### src/rtl/bwm_pkg.sv
package bwm_pkg;

    localparam int STREAM_COUNT = 16;
    localparam int STREAM_W     = $clog2(STREAM_COUNT);

    // item modes
    localparam logic [1:0] MODE_COUNT   = 2'd0;
    localparam logic [1:0] MODE_MEASURE = 2'd1;
    localparam logic [1:0] MODE_RESET   = 2'd2;

    // configuration register indexes
    localparam int CFG_IDX_W = 1;
    localparam int CFG_DATA_W = 16;
    localparam logic [CFG_IDX_W-1:0] REG_MIN_INTERVAL = 1'd0;
    localparam logic [CFG_IDX_W-1:0] REG_OVERHEAD     = 1'd1;

    localparam logic [15:0] MIN_INTERVAL_RESET = 16'd10;
    localparam logic [7:0]  OVERHEAD_RESET     = 8'd4;

    localparam int          BYTE_TO_BIT_SHIFT = 3;
    localparam logic [63:0] MS_PER_SEC        = 64'd1000;

    // divider: one quotient bit per step
    localparam int DIV_STEPS = 64;
    localparam int DIV_CNT_W = $clog2(DIV_STEPS);

    typedef struct packed {
        logic [1:0]          mode;
        logic [STREAM_W-1:0] stream_id;
        logic [15:0]         packet_bytes;
        logic [63:0]         now_ms;
    } item_t;

    typedef struct packed {
        logic [STREAM_W-1:0] out_stream;
        logic [63:0]         out_time_ms;
        logic [31:0]         bit_rate;
        logic [63:0]         packet_rate;
        logic [63:0]         interval_bytes_out;
        logic [63:0]         interval_packets_out;
        logic [63:0]         total_bytes_out;
        logic [63:0]         total_packets_out;
    } result_t;

    // one stream's table entry
    typedef struct packed {
        logic [63:0] interval_bytes;
        logic [63:0] interval_packets;
        logic [63:0] total_bytes;
        logic [63:0] total_packets;
        logic [63:0] last_time_ms;
    } entry_t;

    localparam int ENTRY_W = $bits(entry_t);

    typedef struct packed {
        logic busy;
        logic done;
    } div_status_t;

endpackage

### src/rtl/bwm_div.sv
module bwm_div (
    input  logic                 clk,
    input  logic                 rst_n,
    input  logic                 start,
    input  logic [31:0]          divisor,
    input  logic [63:0]          dividend_a,
    input  logic [63:0]          dividend_b,
    output logic [63:0]          quot_a,
    output logic [63:0]          quot_b,
    output bwm_pkg::div_status_t status
);

    import bwm_pkg::*;

    logic                 busy_reg;
    logic                 done_reg;
    logic [DIV_CNT_W-1:0] cnt_reg;
    logic [31:0]          d_reg;
    logic [63:0]          qa_reg, qb_reg;
    logic [31:0]          ra_reg, rb_reg;

    logic [32:0] sha, shb;
    logic        fita, fitb;
    logic [31:0] ra_next, rb_next;

    // two restoring lanes sharing divisor and step count
    always_comb
    begin
        sha     = {ra_reg, qa_reg[63]};
        shb     = {rb_reg, qb_reg[63]};
        fita    = sha >= {1'b0, d_reg};
        fitb    = shb >= {1'b0, d_reg};
        ra_next = fita ? 32'(sha - {1'b0, d_reg}) : sha[31:0];
        rb_next = fitb ? 32'(shb - {1'b0, d_reg}) : shb[31:0];
    end

    always_ff @(posedge clk or negedge rst_n)
    begin
        if (!rst_n)
        begin
            busy_reg <= 1'b0;
            done_reg <= 1'b0;
            cnt_reg  <= '0;
        end
        else
        begin
            done_reg <= 1'b0;
            if (start)
            begin
                busy_reg <= 1'b1;
                cnt_reg  <= DIV_CNT_W'(DIV_STEPS - 1);
                d_reg    <= divisor;
                qa_reg   <= dividend_a;
                qb_reg   <= dividend_b;
                ra_reg   <= '0;
                rb_reg   <= '0;
            end
            else if (busy_reg)
            begin
                ra_reg <= ra_next;
                rb_reg <= rb_next;
                qa_reg <= {qa_reg[62:0], fita};
                qb_reg <= {qb_reg[62:0], fitb};
                if (cnt_reg == '0)
                begin
                    busy_reg <= 1'b0;
                    done_reg <= 1'b1;
                end
                else
                begin
                    cnt_reg <= cnt_reg - 1'b1;
                end
            end
        end
    end

    assign quot_a      = qa_reg;
    assign quot_b      = qb_reg;
    assign status.busy = busy_reg;
    assign status.done = done_reg;

endmodule

### config.mk
export PLATFORM = sky130hd
export DESIGN_NAME = bwm_div
export DESIGN_NICKNAME = d
export VERILOG_FILES = /design/src/rtl/bwm_pkg.sv /design/src/rtl/bwm_div.sv
export SDC_FILE = /design/constraint.sdc
export NUM_CORES = 1
export LEC_CHECK = 0
export BUFFER_PORTS_ARGS = -buffer_cell sky130_fd_sc_hd__buf_4
export CORE_AREA = 8 8 175 218
export CTS_CLUSTER_SIZE = 8
export DETAILED_ROUTE_END_ITERATION = 8
export DIE_AREA = 0 0 183 226
export PLACE_DENSITY_LB_ADDON = 0.2
export REMOVE_ABC_BUFFERS = 1
export SYNTH_ARGS = -nofsm -noshare
export SYNTH_HDL_FRONTEND = slang
export SYNTH_SLANG_ARGS = --single-unit
### constraint.sdc
create_clock -name clk -period 9.5 [get_ports clk]
set_input_delay 0.95 -clock clk [delete_from_list [all_inputs] [get_ports clk]]
set_output_delay 0.95 -clock clk [all_outputs]
set_load 0.1 [all_outputs]
Word level (Yosys, flattened, before mapping)
Cells that the tools add are included.
{"block": "word_totals", "ff_bits": 232, "latch_bits": 0, "mem_bits_rw": 0, "rom_bits": 0, "output_inout_bits": 130, "n_memories": 0}
{"block": "classes", "add_sub_neg": 3, "multipliers": 0, "n_div": 0, "order_cmp": 2, "n_eq_ne": 1, "shifts": 0, "muxes": 17, "bitwise": 0, "n_reduce_logical": 5}
{"op": "2-to-1 mux 64 bit", "n": 4}
{"op": "2-to-1 mux 32 bit", "n": 4}
{"op": "greater-or-equal comparator 33 x 32 -> 1 bit", "n": 2}
{"op": "subtractor 32 bit", "n": 2}
{"op": "2-to-1 mux 6 bit", "n": 3}
{"op": "zero test 6 bit", "n": 1}
{"op": "2-to-1 mux 1 bit", "n": 6}
{"op": "AND reduction 2 bit", "n": 3}
{"op": "subtractor 6 x 1 -> 6 bit (second input constant)", "n": 1}
{"op": "inequality test 2 bit (second input constant)", "n": 1}
{"op": "nonzero test 2 bit", "n": 1}

Depth between registers and ports, before layout
{"block": "logic_depth", "depth_word": 4, "depth_mapped": 15}

Worst setup path after synthesis
OpenSTA, ideal clock, no wires.
{"block": "synth_path", "path_kind": "input to register", "start": "input port start", "end": "register qa_reg[0], in the netlist quot_a[0] (enable)", "t_arrival_ps": 6900, "required_ps": 8871, "setup_slack_ps": 1970, "cell_stages": 3, "cell_sequence": "clkbuf_1 > nor2_1 > nor2b_1"}
{"block": "synth_via", "elab_chain_len": 2}
{"element": "start, declared", "line": "bwm_div.sv:4", "rtl": "input logic start,"}
{"element": "nonzero test 2 bit (no line)"}
{"element": "AND reduction 2 bit (no line)"}
{"element": "end signal, assigned", "line": "bwm_div.sv:53", "rtl": "qa_reg <= dividend_a;"}
{"element": "end signal, assigned", "line": "bwm_div.sv:62", "rtl": "qa_reg <= {qa_reg[62:0], fita};"}
{"element": "end, declared", "line": "bwm_div.sv:19", "rtl": "logic [63:0] qa_reg, qb_reg;"}
No other way between the ends.
A chain may end at the register's enable or synchronous reset.

Final worst setup path
{"block": "layout_path", "start": "register ra_reg[2]", "end": "register ra_reg[18] (data pin)"}
{"block": "layout_via", "elab_chain_len": 3}
{"element": "start, declared", "line": "bwm_div.sv:20", "rtl": "logic [31:0] ra_reg, rb_reg;"}
{"element": "start signal, assigned", "line": "bwm_div.sv:60", "rtl": "ra_reg <= ra_next;"}
{"element": "subtractor 32 bit or greater-or-equal comparator 33 x 32 -> 1 bit (tied branches)", "line": "bwm_div.sv:33, bwm_div.sv:31"}
{"element": "2-to-1 mux 32 bit *", "line": "bwm_div.sv:33", "rtl": "ra_next = fita ? 32'(sha - {1'b0, d_reg}) : sha[31:0];"}
{"element": "2-to-1 mux 32 bit *", "line": "bwm_div.sv:58", "rtl": "else if (busy_reg)"}
Every way passes the cells marked *; elsewhere a longest branch is shown, timed or not.

==> reports/qor.csv <==
stage;metric;value;unit
logic_synthesis;cell taking the most area after synthesis;edfxtp_1;
critical_path;CP endpoint;ra_reg[18];
place;Placed Area;16300;um^2
global_routing;GRT Overall Usage;0.195;
sta;Max transition margin;0.355;
clock_network;CTS hold repair buffers;0;
critical_path;Crit-path slowest cell;buf_4;
place;Final Wtd Congestion;0.833;
sta;Worst-Margin Slew;967;ps
routing;Routed WL per cell;20.8;um
finish;ant diodes;0;
clock_network;CTS resizes;0;
critical_path;WP data arrival;3830;ps
logic_synthesis;commonest cells in the synthesized netlist;224 x edfxtp_1, 128 x mux2_2, 115 x nor2_1, 92 x nand2_1, 88 x a21oi_1;
critical_path;critical path's top delay family;compound AO/OA/AOI/OAI gates;
finish;Fill cells;3266;
logic_synthesis;top-area cell type share of the netlist area;0.491;
power_and_ir_drop;Static Leakage;7.07;nW
sta;Final Slew Violations;0;
critical_path;CP Max Fanout;58;
place;port buffer count;292;
routing;WL final;41.0;mm
critical_path;CP cell instances;ha_1, a21o_1, a21oi_1, o21ai_1, a22oi_2, nor4_1, o311a_1, o21ai_4, buf_4, mux2_2, mux2i_1, nor2_1;
logic_synthesis;Ys Warns;0;
global_routing;vias in the first global route;11100;
sta;Tcrit/Tclk final;0.376;
finish;share of cells above drive strength 1;0.329;
global_routing;remaining global-route overflow;0;
sta;Final Hold Fails;0;
global_routing;first-pass GRT wire length;62.6;mm
routing;Via density;5.33;
critical_path;R2R Path End;ra_reg[18];
power_and_ir_drop;Pwr Total;3.86;mW
global_routing;largest net degree at the start of global routing;79;
sta;Final Hold Slack;488;ps
routing;Final ANT Viol Nets;0;
place;dpl hpwl;30.9;mm
logic_synthesis;Synth area leaders;edfxtp_1 49%, mux2_2 11%, ha_1 6.0%;
logic_synthesis;ys async rst share;0.0345;
finish;post-route cell area;17300;um^2
critical_path;Critical Path Stages;12;
critical_path;FF-to-FF Start;ra_reg[2];
global_routing;initial antenna violation count;1;
routing;Initial DRC Count;471;
logic_synthesis;Synth Register Bits;232;
floorplan;Starting Density;0.393;
critical_path;type of the worst setup path;reg2reg;
floorplan;core area;34900;um^2
floorplan;row count;77;
sta;RSZ-0062 raised after global routing;no;
critical_path;Crit. End Element;register;
finish;Area growth syn-to-layout;26.2;%
clock_network;Clock Sinks;232;
power_and_ir_drop;Max rail drop VDD;131;uV
logic_synthesis;Post-synth EDFFs;224;
logic_synthesis;syn_area_per_cell;11.4;um^2
critical_path;crit path launch type;register;
power_and_ir_drop;Pwr per Cell Area;223;nW/um^2
sta;fmax;0.280;GHz
clock_network;H-tree level count;2;
clock_network;CTS tree;built;
run_status;outcome;finished clean;
logic_synthesis;mapped cell area;13700;um^2
floorplan;die area;41400;um^2
worst_hold_path;hold crit path type;in2async;
logic_synthesis;register area share after synthesis;0.505;
critical_path;Reg2Reg Depth;12;
clock_network;Worst-Skew Late Latency;530;ps
clock_network;Setup Buffers After CTS;0;
critical_path;Reg2Reg Setup Slack;5920;ps
clock_network;Root Buffer;clkbuf_16;
logic_synthesis;Main synth FF type;edfxtp_1;
critical_path;crit path buf inv count;1;
flow_run;Max-Cap Viols;0;
logic_synthesis;post-synthesis cell type count;70;
sta;Fin Clk Skew;15.5;ps
clock_network;Worst-path clk slew;60;ps
sta;setup violators final;0;
routing;DRC Markers;0;
floorplan;I/O pin cnt;293;
floorplan;Die Height;226;um
critical_path;CP max stage delay;540;ps
critical_path;Setup crit start;ra_reg[2];
routing;drt pass-1 iters;4;
routing;Vias;10500;
clock_network;CTS Buf Count;35;
finish;# nets final;1711;
logic_synthesis;Mapped Cells;1200;
sta;minimum clock period;3580;ps
floorplan;Die X;183;um
logic_synthesis;top-count cell post-synth;edfxtp_1;
critical_path;required time worst endpoint;9750;ps
clock_network;clk buf depth;3;
[routing by layer]
metal  share of wire  up-vias  GRT usage
li1                -     5076          -
met1            0.39     5056      0.216
met2            0.49      323      0.339
met3           0.096       58     0.0787
met4           0.024        2     0.0589
met5         0.00032        -          0
[kinds of logic after synthesis]
family          synth area share
simple gates               0.105
compound gates             0.143
flops                      0.505
mux                        0.112
buf+inv                   0.0366
fa+ha+maj                 0.0632
xor+xnor                  0.0351
[cell usage in the layout, fill, tap and decap left out, types with 24 or more instances in the layout]
cell / n
inv_1: 55
edfxtp_1: 224
clkbuf_16: 36
xnor2_1: 36
nor2_1: 115
ha_1: 66
mux2_2: 128
a21oi_1: 88
a211oi_1: 25
o21ai_0: 33
buf_4: 300
a21o_1: 24
nand2_1: 92
[through the flow]
step,utilization,cells,setup WS (ps),TNS (ps)
detailed placement,0.467,1917,5490,0
CTS,0.496,1972,5910,0
finish,0.496,1972,5920,0
global placement,0.467,1917,5510,0
floorplan,-,1142,-96.1,-12300
global route,0.496,1972,5620,0
[layout make-up]
type,instances,area [um^2],area share
tap,474,593,0.0343
sequential,232,6930,0.401
clock inverter,3,57.6,0.00333
inverter,55,206,0.0119
multi-input combinational,855,6290,0.364
timing repair buffer,301,2260,0.131
clock buffer,52,961,0.0555
[worst min-delay path by stage]
stage | end | slack (ps) | depth (start not counted)
CTS | done_reg | 470 | 1
global route | done_reg | 490 | 1
detailed placement | cnt_reg[4] | 520 | 2
floorplan | cnt_reg[0] | 460 | 1
finish | done_reg | 490 | 1
global placement | cnt_reg[0] | 500 | 1
[power breakdown]
group,switching (mW),internal [mW],leakage [nW],total [mW]
combinational,0.860,0.484,4.30,1.34
clock,0.466,0.700,0.484,1.17
sequential,0.0798,1.27,2.29,1.35
total,1.41,2.45,7.07,3.86
(Power assumes the default switching activity.)
