$ cat config.mk
export PLATFORM = sky130hd
export DESIGN_NAME = bwm_ram
export DESIGN_NICKNAME = d
export VERILOG_FILES = /design/src/rtl/bwm_ram.sv
export SDC_FILE = /design/constraint.sdc
export NUM_CORES = 1
export LEC_CHECK = 0
export BUFFER_PORTS_ARGS = -buffer_cell sky130_fd_sc_hd__buf_2
export CELL_PAD_IN_SITES_DETAIL_PLACEMENT = 1
export CELL_PAD_IN_SITES_GLOBAL_PLACEMENT = 2
export CORE_MARGIN = 4
export CORE_UTILIZATION = 52
export DETAILED_ROUTE_END_ITERATION = 10
export GPL_TIMING_DRIVEN = 0
export PLACE_DENSITY = 0.92
export SYNTH_ARGS = -nofsm -noshare
export SYNTH_HDL_FRONTEND = slang
export SYNTH_SLANG_ARGS = --single-unit
$ cat constraint.sdc
create_clock -name clk -period 2.95 [get_ports clk]
set_input_delay 0.1475 -clock clk [delete_from_list [all_inputs] [get_ports clk]]
set_output_delay 0.1475 -clock clk [all_outputs]
set_load 0.03 [all_outputs]
$ cat src/rtl/bwm_ram.sv
module bwm_ram #(
    parameter int WIDTH = 8,
    parameter int DEPTH = 16,
    parameter int AW    = (DEPTH > 1) ? $clog2(DEPTH) : 1
) (
    input  logic             clk,
    input  logic             we,
    input  logic [AW-1:0]    waddr,
    input  logic [WIDTH-1:0] wdata,
    input  logic             re,
    input  logic [AW-1:0]    raddr,
    output logic [WIDTH-1:0] rdata
);

    logic [WIDTH-1:0] mem [DEPTH];
    logic [WIDTH-1:0] rdata_reg;

    always_ff @(posedge clk)
    begin
        if (we)
        begin
            mem[waddr] <= wdata;
        end
        if (re)
        begin
            rdata_reg <= mem[raddr];
        end
    end

    assign rdata = rdata_reg;

endmodule

* Word level (Yosys, flattened, before mapping)
Memory sizes are Yosys's and may differ from the RTL's. A register that Yosys moved wholly into a read port is not among the register bits.
Cells that the tools add are included.
** Operators by class
- Multiplexer cells :: 2
** Operators by type and width (number)
- $mux 1 :: 2
** Storage, ports and cells
- Register bits :: 0
- Bits in writable memories :: 128
- Word-level logic and storage cells :: 3
- Memories kept :: 1
** Memory list
- mem :: words 16, width 8, rd ports 1, clocked after Yosys merged registers in 1, wr ports 1, line 15 : logic [WIDTH-1:0] mem [DEPTH];

* Depth between registers and ports, before layout
Gate-level depths: netlist of the first run.
- Word-level depth :: 2
- Gate-level depth with buffers :: 5
- Depth with buffers taken out :: 3

* Worst setup path after synthesis of the first run
Ideal clock, no wire load.
- Kind :: input to register
- From :: in waddr[2]
- To :: mem mem[0][0] (enable)
- Library setup time :: 383 ps
- Arrival :: 1257 ps
- Slack :: 1310 ps
- Stages on the path :: 2
- Path through :: or3b_2 nor3_1
** RTL lines
- start, declared :: line 8 : input logic [AW-1:0] waddr,
- end, declared :: line 15
Straight into the memory's write port.

==> results.cfg, run 1 <==
[detailed_routing]
drc = 0
first_iter_violations = 163
first_pass_iters = 4
finalWirelength_um = 10800
maxUsedRoutingLayer = met4
routed-wl-met3_um = 828
routedWlPerCell_um = 25.6
wl_met1_um = 4350
via_per_inst = 5.90
wl_met2_um = 5250
vias = 2485
ant_nets = 0

[setup_path]
cp_max_fo = 1
regToRegSetupSlack_ns = 1.31
crit_type = flop to flop
end_kind = flop
start_kind = flop
cp_slowest_cell = mux4_1
slowest_delay_ns = 0.51
timing.rr.start = mem[2][0]
critical_path_required_ns = 3.20
r2r-end = rdata[0]
worstRegToRegCells = 3
critPathArrivalTime_ns = 1.89
crit_chain = mux4_1 -> a22oi_1 -> nand2_1

[run_status]
outcome = finished, final reports clean

[timing]
rsz0062_at_grt = no
setup_viol = 0
finClkSkew_ns = 0.0109
finalSetupTns_ns = 0
worst_pin_slew_ns = 1.24
relSlewSlack_pct = 16.5
finalMaxSlewViolations = 0
min_period_over_period_pct = 55.7
finalHoldViolCount = 0
setup_ws_ns = 1.31
period_needed_ns = 1.64
fmax_ghz = 0.608

[worst_hold_path]
hp-class = input port to flop
whs_endpoint = mem[14][1]
holdCritStartpoint = wdata[1]
hold_depth = 1

[clocking]
clockRootBuffer = clkbuf_8
cts_buffers = 17
path_clk_slew_ns = 0.06
cts_resized = 0
clk_latency_ns = 0.52
cts.sinks = 136
clk_path_buf_depth = 2
h-tree-depth = 4
cts_tree = done

[final_layout]
insertedDiodeCount = 0
syn_to_final_growth_pct = 16.9
drive_gt1_share_pct = 29.9
nets = 294
largest_reg_flops = 128
fill_cells = 826

[logic_synthesis]
synth_edf_count = 136
synthArstFlopShare_pct = 0
synthFlopType = edfxtp_1
avgSynthCellArea_um2 = 22.8
ys_seq_area_share_pct = 78.1
syn_nets = 248
yosysWarnings = 0
synthCells = 229
syn-cell-area_mm2 = 0.00523
yosysUniqueCellTypes = 18
ys_seq_elements = 136

[floorplanning]
rows = 36
core_area_mm2 = 0.00977
die-area_mm2 = 0.0117
fp.dieW_um = 108
start_util_pct = 53.5
die_h_um = 108
ios = 27

[grt]
grt_overflow = 0
groute.usage.overall_pct = 20.9
grt_pass1_vias = 2625
grt_pass1_wl_um = 16400
antenna_found_initial = 0
grt_max_degree = 17

[pwr]
leakage_nw = 2.03
p_per_area_mw_per_mm2 = 727
vdd_drop_max_v = 0.000448

[job]
drv_cap = 0

[place]
globalplace.congestion = 0.733
dp_hpwl_um = 6830
io_buffers = 25
dp_slack_ns = 0.650
[final cells by class]
type | count | area (µm²) | area share (%)
Clock buffer | 17 | 414 | 6.77
Sequential cell | 136 | 4080 | 66.8
Clock inverter | 15 | 160 | 2.62
Timing Repair Buffer | 27 | 140 | 2.29
Tap cell | 133 | 166 | 2.72
Buffer | 10 | 86.3 | 1.41
Multi-Input combinational cell | 83 | 1060 | 17.4
[stage by stage]
stage	area [µm²]	instances	utilization (%)	hold slack (ns)	total power, mW
final	6110	421	62.5	0.0272	4.44
after global routing	6110	421	62.5	0.0185	4.59
after detailed placement	5520	387	56.5	0.500	2.45
after floorplan	5230	229	-	0.246	2.35
after CTS	6100	420	62.4	0.00552	4.48
after global placement	5520	387	56.5	0.480	2.44
[synth_stat cells, types with 2 or more instances]
master,count,share of area (%)
a22oi_1,16,2.3
buf_6,3,0.65
clkdlybuf4s25_2,3,0.57
mux4_2,18,7.8
nor3_1,4,0.38
nand2_1,9,0.65
edfxtp_1,136,78
mux4_1,14,7.0
nand3b_1,2,0.29
nand2b_1,2,0.24
nor2_1,13,0.93
buf_2,3,0.29
[cell families after synthesis]
kind of cell           share of synthesized area (%)
buffers and inverters                           1.65
DFF                                             78.1
AOI/OAI and AO/OA                               2.30
muxes                                           14.8
and+or+nand+nor                                 3.14
[power by group]
part | leakage, nW | total (mW) | switching [mW] | internal (mW)
registers | 1.24 | 2.19 | 0.0105 | 2.18
clock network | 0.270 | 2.03 | 0.757 | 1.27
logic | 0.529 | 0.227 | 0.142 | 0.0851
total | 2.03 | 4.44 | 0.909 | 3.53
[routing by layer]
metal,GRT usage (%),vias up
met3,5.49,21
met5,0,-
met1,28.4,1273
met2,31.5,120
met4,11.3,0
li1,-,1071
[layout by cell type, fill, tap and decap left out, drive strengths merged]
cell type / synthesis / final
edfxtp: 136 / 136
buf: 7 / 33
mux4: 32 / 32
clkbuf: 0 / 17
a22oi: 16 / 16
nor2: 13 / 13
nand2: 9 / 9
clkinv: 0 / 7
clkinvlp: 0 / 5
nor3: 4 / 4
clkdlybuf4s25: 3 / 3
bufinv: 0 / 3
nand3b: 2 / 2
nand2b: 2 / 2
nor2b: 1 / 1
and2: 1 / 1
and2b: 1 / 1
nand3: 1 / 1
or3b: 1 / 1
dlygate4sd3: 0 / 1
[worst max-delay path by stage]
stage,from,end,slack [ns],depth (start not counted)
2_1_floorplan,waddr[2],mem[0][0],1.31,2
3_3_place_gp,waddr[2],mem[0][2],0.73,3
3_5_place_dp,waddr[2],mem[0][2],0.65,3
4_1_cts,waddr[2],mem[0][2],1.16,3
5_1_grt,mem[1][0],rdata[0],1.24,3
6_report,mem[2][0],rdata[0],1.31,3
[what timing repair did]
item | 4_1_cts | 5_1_grt
setup endpoints to repair | 0 | 0
buffers inserted | 0 | 0
hold buffers | 1 | 0
hold endpoints to repair | 8 | 0
[worst max-delay path: cells and delay by family, from the launching register on]
| kind | cells | cell delay, ns |
|---|---|---|
| mux | 1 | 0.51 |
| flops | 1 | 0.36 |
| simple gates | 1 | 0.14 |
| compound gates | 1 | 0.37 |
Power figures use the tool's default switching activity.
==> run 2: changes to the inputs <==
--- a/config.mk
+++ b/config.mk
@@ -9,10 +9,10 @@
 export CELL_PAD_IN_SITES_DETAIL_PLACEMENT = 1
 export CELL_PAD_IN_SITES_GLOBAL_PLACEMENT = 2
 export CORE_MARGIN = 4
-export CORE_UTILIZATION = 52
+export CORE_UTILIZATION = 43
 export DETAILED_ROUTE_END_ITERATION = 10
 export GPL_TIMING_DRIVEN = 0
-export PLACE_DENSITY = 0.92
+export PLACE_DENSITY = 0.82
 export SYNTH_ARGS = -nofsm -noshare
 export SYNTH_HDL_FRONTEND = slang
 export SYNTH_SLANG_ARGS = --single-unit
==> constraint.sdc (replaced) <==
create_clock -name clk -period 1.4 [get_ports clk]
set_input_delay 0.07 -clock clk [delete_from_list [all_inputs] [get_ports clk]]
set_output_delay 0.07 -clock clk [all_outputs]
set_load 0.03 [all_outputs]
==> results.cfg, run 2 (synthesis gave the netlist of run 1 again) <==
[run_status]
outcome = finished with violations
violations = negative setup slack

[final_layout]
insertedDiodeCount = 0
final_cell_mix = edfxtp_1, mux4_2, buf_2, clkbuf_16, a22oi_2
largest_reg_flops = 128
fill_cells = 1050
final_area_mm2 = 0.00621
drive_gt1_share_pct = 38.3
syn_to_final_growth_pct = 18.7
nets = 293
final_common_cell = edfxtp_1

[job]
drv_cap = 0

[grt]
grt_pass1_wl_um = 17400
antenna_found_initial = 0
groute.usage.overall_pct = 17.6
grt_max_degree = 17
grt_overflow = 0
grt_pass1_vias = 2662

[setup_path]
slowest_delay_ns = 0.49
crit_type = flop to flop
end_kind = flop
critical_path_required_ns = 1.54
cp_max_fo = 1
crit_chain = mux4_2 -> a22oi_2 -> nand2_1
critPathArrivalTime_ns = 1.63
start_kind = flop
cp_slowest_cell = mux4_2

[detailed_routing]
via_per_inst = 5.73
first_pass_iters = 4
finalWirelength_um = 11700
vias = 2485
drc = 0
routedWlPerCell_um = 26.9
ant_nets = 0
first_iter_violations = 207

[clocking]
cts_tree = done
cts.sinks = 136
path_clk_slew_ns = 0.06
cts_buffers = 17
cts_setup_buffers = 0
hold_buffers = 0
h-tree-depth = 4
clk_path_buf_depth = 2
clk_latency_ns = 0.40
clockRootBuffer = clkbuf_16

[floorplanning]
ios = 27
fp.dieW_um = 118
core_area_mm2 = 0.0120
die_h_um = 118
start_util_pct = 43.7
rows = 40
die-area_mm2 = 0.0140

[place]
dp_hpwl_um = 7160
globalplace.congestion = 0.669
io_buffers = 25
dp_slack_ns = -0.450
postPlaceCellArea_mm2 = 0.00555

[timing]
relSlewSlack_pct = 37.9
rsz0062_at_grt = yes
finalHoldViolCount = 0
setup_viol = 8
fmax_ghz = 0.672
finalMaxSlewViolations = 0
period_needed_ns = 1.49
worst_pin_slew_ns = 0.927
min_period_over_period_pct = 106
setup_ws_ns = -0.0883
finClkSkew_ns = 0.00559

[pwr]
internal_power_mw = 7.91
switching_share_pct = 19.3
vdd_drop_max_v = 0.000846
p_per_area_mw_per_mm2 = 1580
comb_power_share_pct = 5.3
clkPwrFrac_pct = 47.6
seqPwrFrac_pct = 47.1
p_sw_mw = 1.89
leakage_nw = 2.02

[worst_hold_path]
hp-class = input port to flop
[run 2: changes by cell type in the layout (fill, tap and decap cells not counted), sizes merged]
cell,before,now
clkinvlp,5,0
clkbuf,17,20
bufinv,3,5
dlygate4sd3,1,0
[run 2: metal layers]
layer / global-route usage (%) / up-vias / share of wire (%)
li1: - / 1061 / -
met1: 24.0 / 1323 / 41
met2: 28.0 / 87 / 50
met3: 3.78 / 14 / 6.2
met4: 6.52 / 0 / 1.9
met5: 0 / - / 0
[run 2: per-stage QoR]
step / power [mW] / hold WS, ns / utilization (%) / instances / TNS (ns)
after floorplan: 4.96 / 0.169 / - / 229 / 0
after global placement: 5.14 / 0.404 / 46.3 / 401 / -25.91
after detailed placement: 5.18 / 0.429 / 46.4 / 402 / -28.50
after CTS: 9.86 / 0.00486 / 51.7 / 434 / -0.387
after global routing: 10.1 / 0.00182 / 51.9 / 434 / -0.536
final: 9.80 / 0.0134 / 51.9 / 434 / -0.211
[run 2: final cells by class]
class,instances,area [µm²],area share (%)
repair buffers,26,133,2.14
multi-input cells,83,1100,17.8
well taps,147,184,2.96
flip-flops and latches,136,4080,65.8
clock buffers,20,437,7.03
clock inverters,12,180,2.90
plain buffers,10,86.3,1.39
[run 2: repair_timing]
item / 4_1_cts / 5_1_grt
pin swaps: 12 / 3
resized for setup: 20 / 10
gates cloned: 0 / 0
endpoints found under the setup margin: 24 / 21
[run 2: final timing paths]
check | to | start | cells past startpoint | slack (ns)
worst min register to register | rdata[1] | mem[11][1] | 3 | 0.76
worst max-delay path | rdata[0] | mem[3][0] | 3 | -0.09
worst min-delay path | rdata[2] | re | 1 | 0.01
worst max register to register | rdata[0] | mem[3][0] | 3 | -0.09
[run 2: worst max-delay path, delay by kind of cell (launching register included)]
| kind | cells | cell delay (ns) |
|---|---|---|
| DFF | 1 | 0.36 |
| muxes | 1 | 0.49 |
| and+or+nand+nor | 1 | 0.12 |
| AOI/OAI and AO/OA | 1 | 0.26 |
[run 2: power by group through the flow]
stage / Clock [mW] / Sequential [mW] / Combinational (mW)
6_report: 4.67 / 4.62 / 0.519
2_1_floorplan: 0 / 4.73 / 0.232
3_5_place_dp: 0 / 4.70 / 0.480
4_1_cts: 4.72 / 4.62 / 0.515
5_1_grt: 4.91 / 4.62 / 0.556
3_3_place_gp: 0 / 4.69 / 0.455
==> run 3: changes to the inputs <==
--- a/config.mk
+++ b/config.mk
@@ -13,6 +13,7 @@
 export DETAILED_ROUTE_END_ITERATION = 10
 export GPL_TIMING_DRIVEN = 0
 export PLACE_DENSITY = 0.82
+export SKIP_LAST_GASP = 1
 export SYNTH_ARGS = -nofsm -noshare
 export SYNTH_HDL_FRONTEND = slang
 export SYNTH_SLANG_ARGS = --single-unit
==> results.cfg, run 3 (synthesis gave the netlist of run 1 again) <==
[setup_path]
start_kind = flop
end_kind = flop
crit_type = flop to flop
critical_path_required_ns = 1.54
cp_max_fo = 1
critPathArrivalTime_ns = 1.63

[pwr]
leakage_nw = 2.03
p_sw_mw = 1.88
power_mw = 9.79
seqPwrFrac_pct = 47.2
switching_share_pct = 19.2
comb_power_share_pct = 5.3
clkPwrFrac_pct = 47.6
internal_power_mw = 7.91
vdd_drop_max_v = 0.000840
p_per_area_mw_per_mm2 = 1580

[timing]
min_period_over_period_pct = 106
period_needed_ns = 1.49
relSlewSlack_pct = 37.5
setup_viol = 7
rsz0062_at_grt = yes
setup_ws_ns = -0.0906
finClkSkew_ns = 0.00647
finalHoldViolCount = 0
hold_slack_ns = 0.0136
finalMaxSlewViolations = 0
worst_pin_slew_ns = 0.934
fmax_ghz = 0.671

[detailed_routing]
first_iter_violations = 203
first_pass_iters = 4
drc = 0
ant_nets = 0
via_per_inst = 5.71
routedWlPerCell_um = 26.8
finalWirelength_um = 11600
vias = 2480

[grt]
grt_pass1_wl_um = 17400
antenna_found_initial = 0
grt_max_degree = 17
grt_overflow = 0
groute.usage.overall_pct = 17.6
grt_pass1_vias = 2662

[worst_hold_path]
hp-class = input port to flop

[clocking]
cts_buffers = 17
clk_latency_ns = 0.40
h-tree-depth = 4
cts_tree = done
cts_setup_buffers = 0
cts.sinks = 136
clockRootBuffer = clkbuf_16
path_clk_slew_ns = 0.06
clk_path_buf_depth = 2

[place]
globalplace.congestion = 0.669
dp_cells = 402
dp_hpwl_um = 7160
dp_slack_ns = -0.450
postPlaceCellArea_mm2 = 0.00555
io_buffers = 25

[final_layout]
insertedDiodeCount = 0
multiInputGateArea_mm2 = 0.00110
layout.cells.non_filler = 434
final_cell_mix = edfxtp_1, mux4_2, buf_2, clkbuf_16
final_area_mm2 = 0.00620
syn_to_final_growth_pct = 18.7
nets = 293
final_common_cell = edfxtp_1
regArea_mm2 = 0.00408
largest_reg_flops = 128
drive_gt1_share_pct = 37.3
fill_cells = 1048

[floorplanning]
rows = 40
die_h_um = 118
die-area_mm2 = 0.0140
start_util_pct = 43.7
fp.dieW_um = 118
core_area_mm2 = 0.0120
ios = 27

[run_status]
violations = negative setup slack
outcome = finished with violations

[job]
drv_cap = 0
run 3: path summary, 6_finish.rpt:
| path | end | cells past startpoint | slack (ns) | startpoint |
|---|---|---|---|---|
| worst min-delay path | rdata[6] | 1 | 0.01 | re |
| worst max register to register | rdata[0] | 3 | -0.09 | mem[2][0] |
| worst min register to register | rdata[1] | 3 | 0.76 | mem[11][1] |
| worst max-delay path | rdata[0] | 3 | -0.09 | mem[2][0] |
run 3: cell type report:
type	instances	share of cell area, %
plain buffers	10	1.39
clock inverters	12	2.90
multi-input cells	83	17.7
well taps	147	2.96
flip-flops and latches	136	65.8
clock buffers	20	7.04
repair buffers	26	2.14
run 3: worst max-delay path, cell delays in order (launching register included):
cell	delay, ns
edfxtp_1	0.37
mux4_2	0.48
a22oi_2	0.25
nand2_1	0.12
run 3: layer usage:
| metal | vias up | wire (µm) | track usage (%) |
|---|---|---|---|
| li1 | 1060 | - | - |
| met1 | 1307 | 4800 | 24.0 |
| met2 | 98 | 5870 | 28.0 |
| met3 | 15 | 718 | 3.78 |
| met4 | 0 | 227 | 6.52 |
| met5 | - | 0 | 0 |
run 3: stage by stage:
| stage | setup TNS (ns) | util, % |
|---|---|---|
| after floorplan | 0 | - |
| after global placement | -25.91 | 46.3 |
| after detailed placement | -28.50 | 46.4 |
| after CTS | -0.387 | 51.7 |
| after global routing | -0.606 | 51.9 |
| final | -0.196 | 51.9 |
run 3: repair_timing:
action / CTS / global route
hold buffers: 0 / 0
resized for setup: 20 / 7
endpoints found under the setup margin: 24 / 21
pin swaps: 12 / 2
run 3: power by group through the flow:
stage          Combinational, mW  Sequential (mW)  Clock [mW]
2_1_floorplan              0.232             4.73           0
5_1_grt                    0.553             4.62        4.91
4_1_cts                    0.515             4.62        4.72
6_report                   0.515             4.62        4.66
3_5_place_dp               0.480             4.70           0
3_3_place_gp               0.455             4.69           0
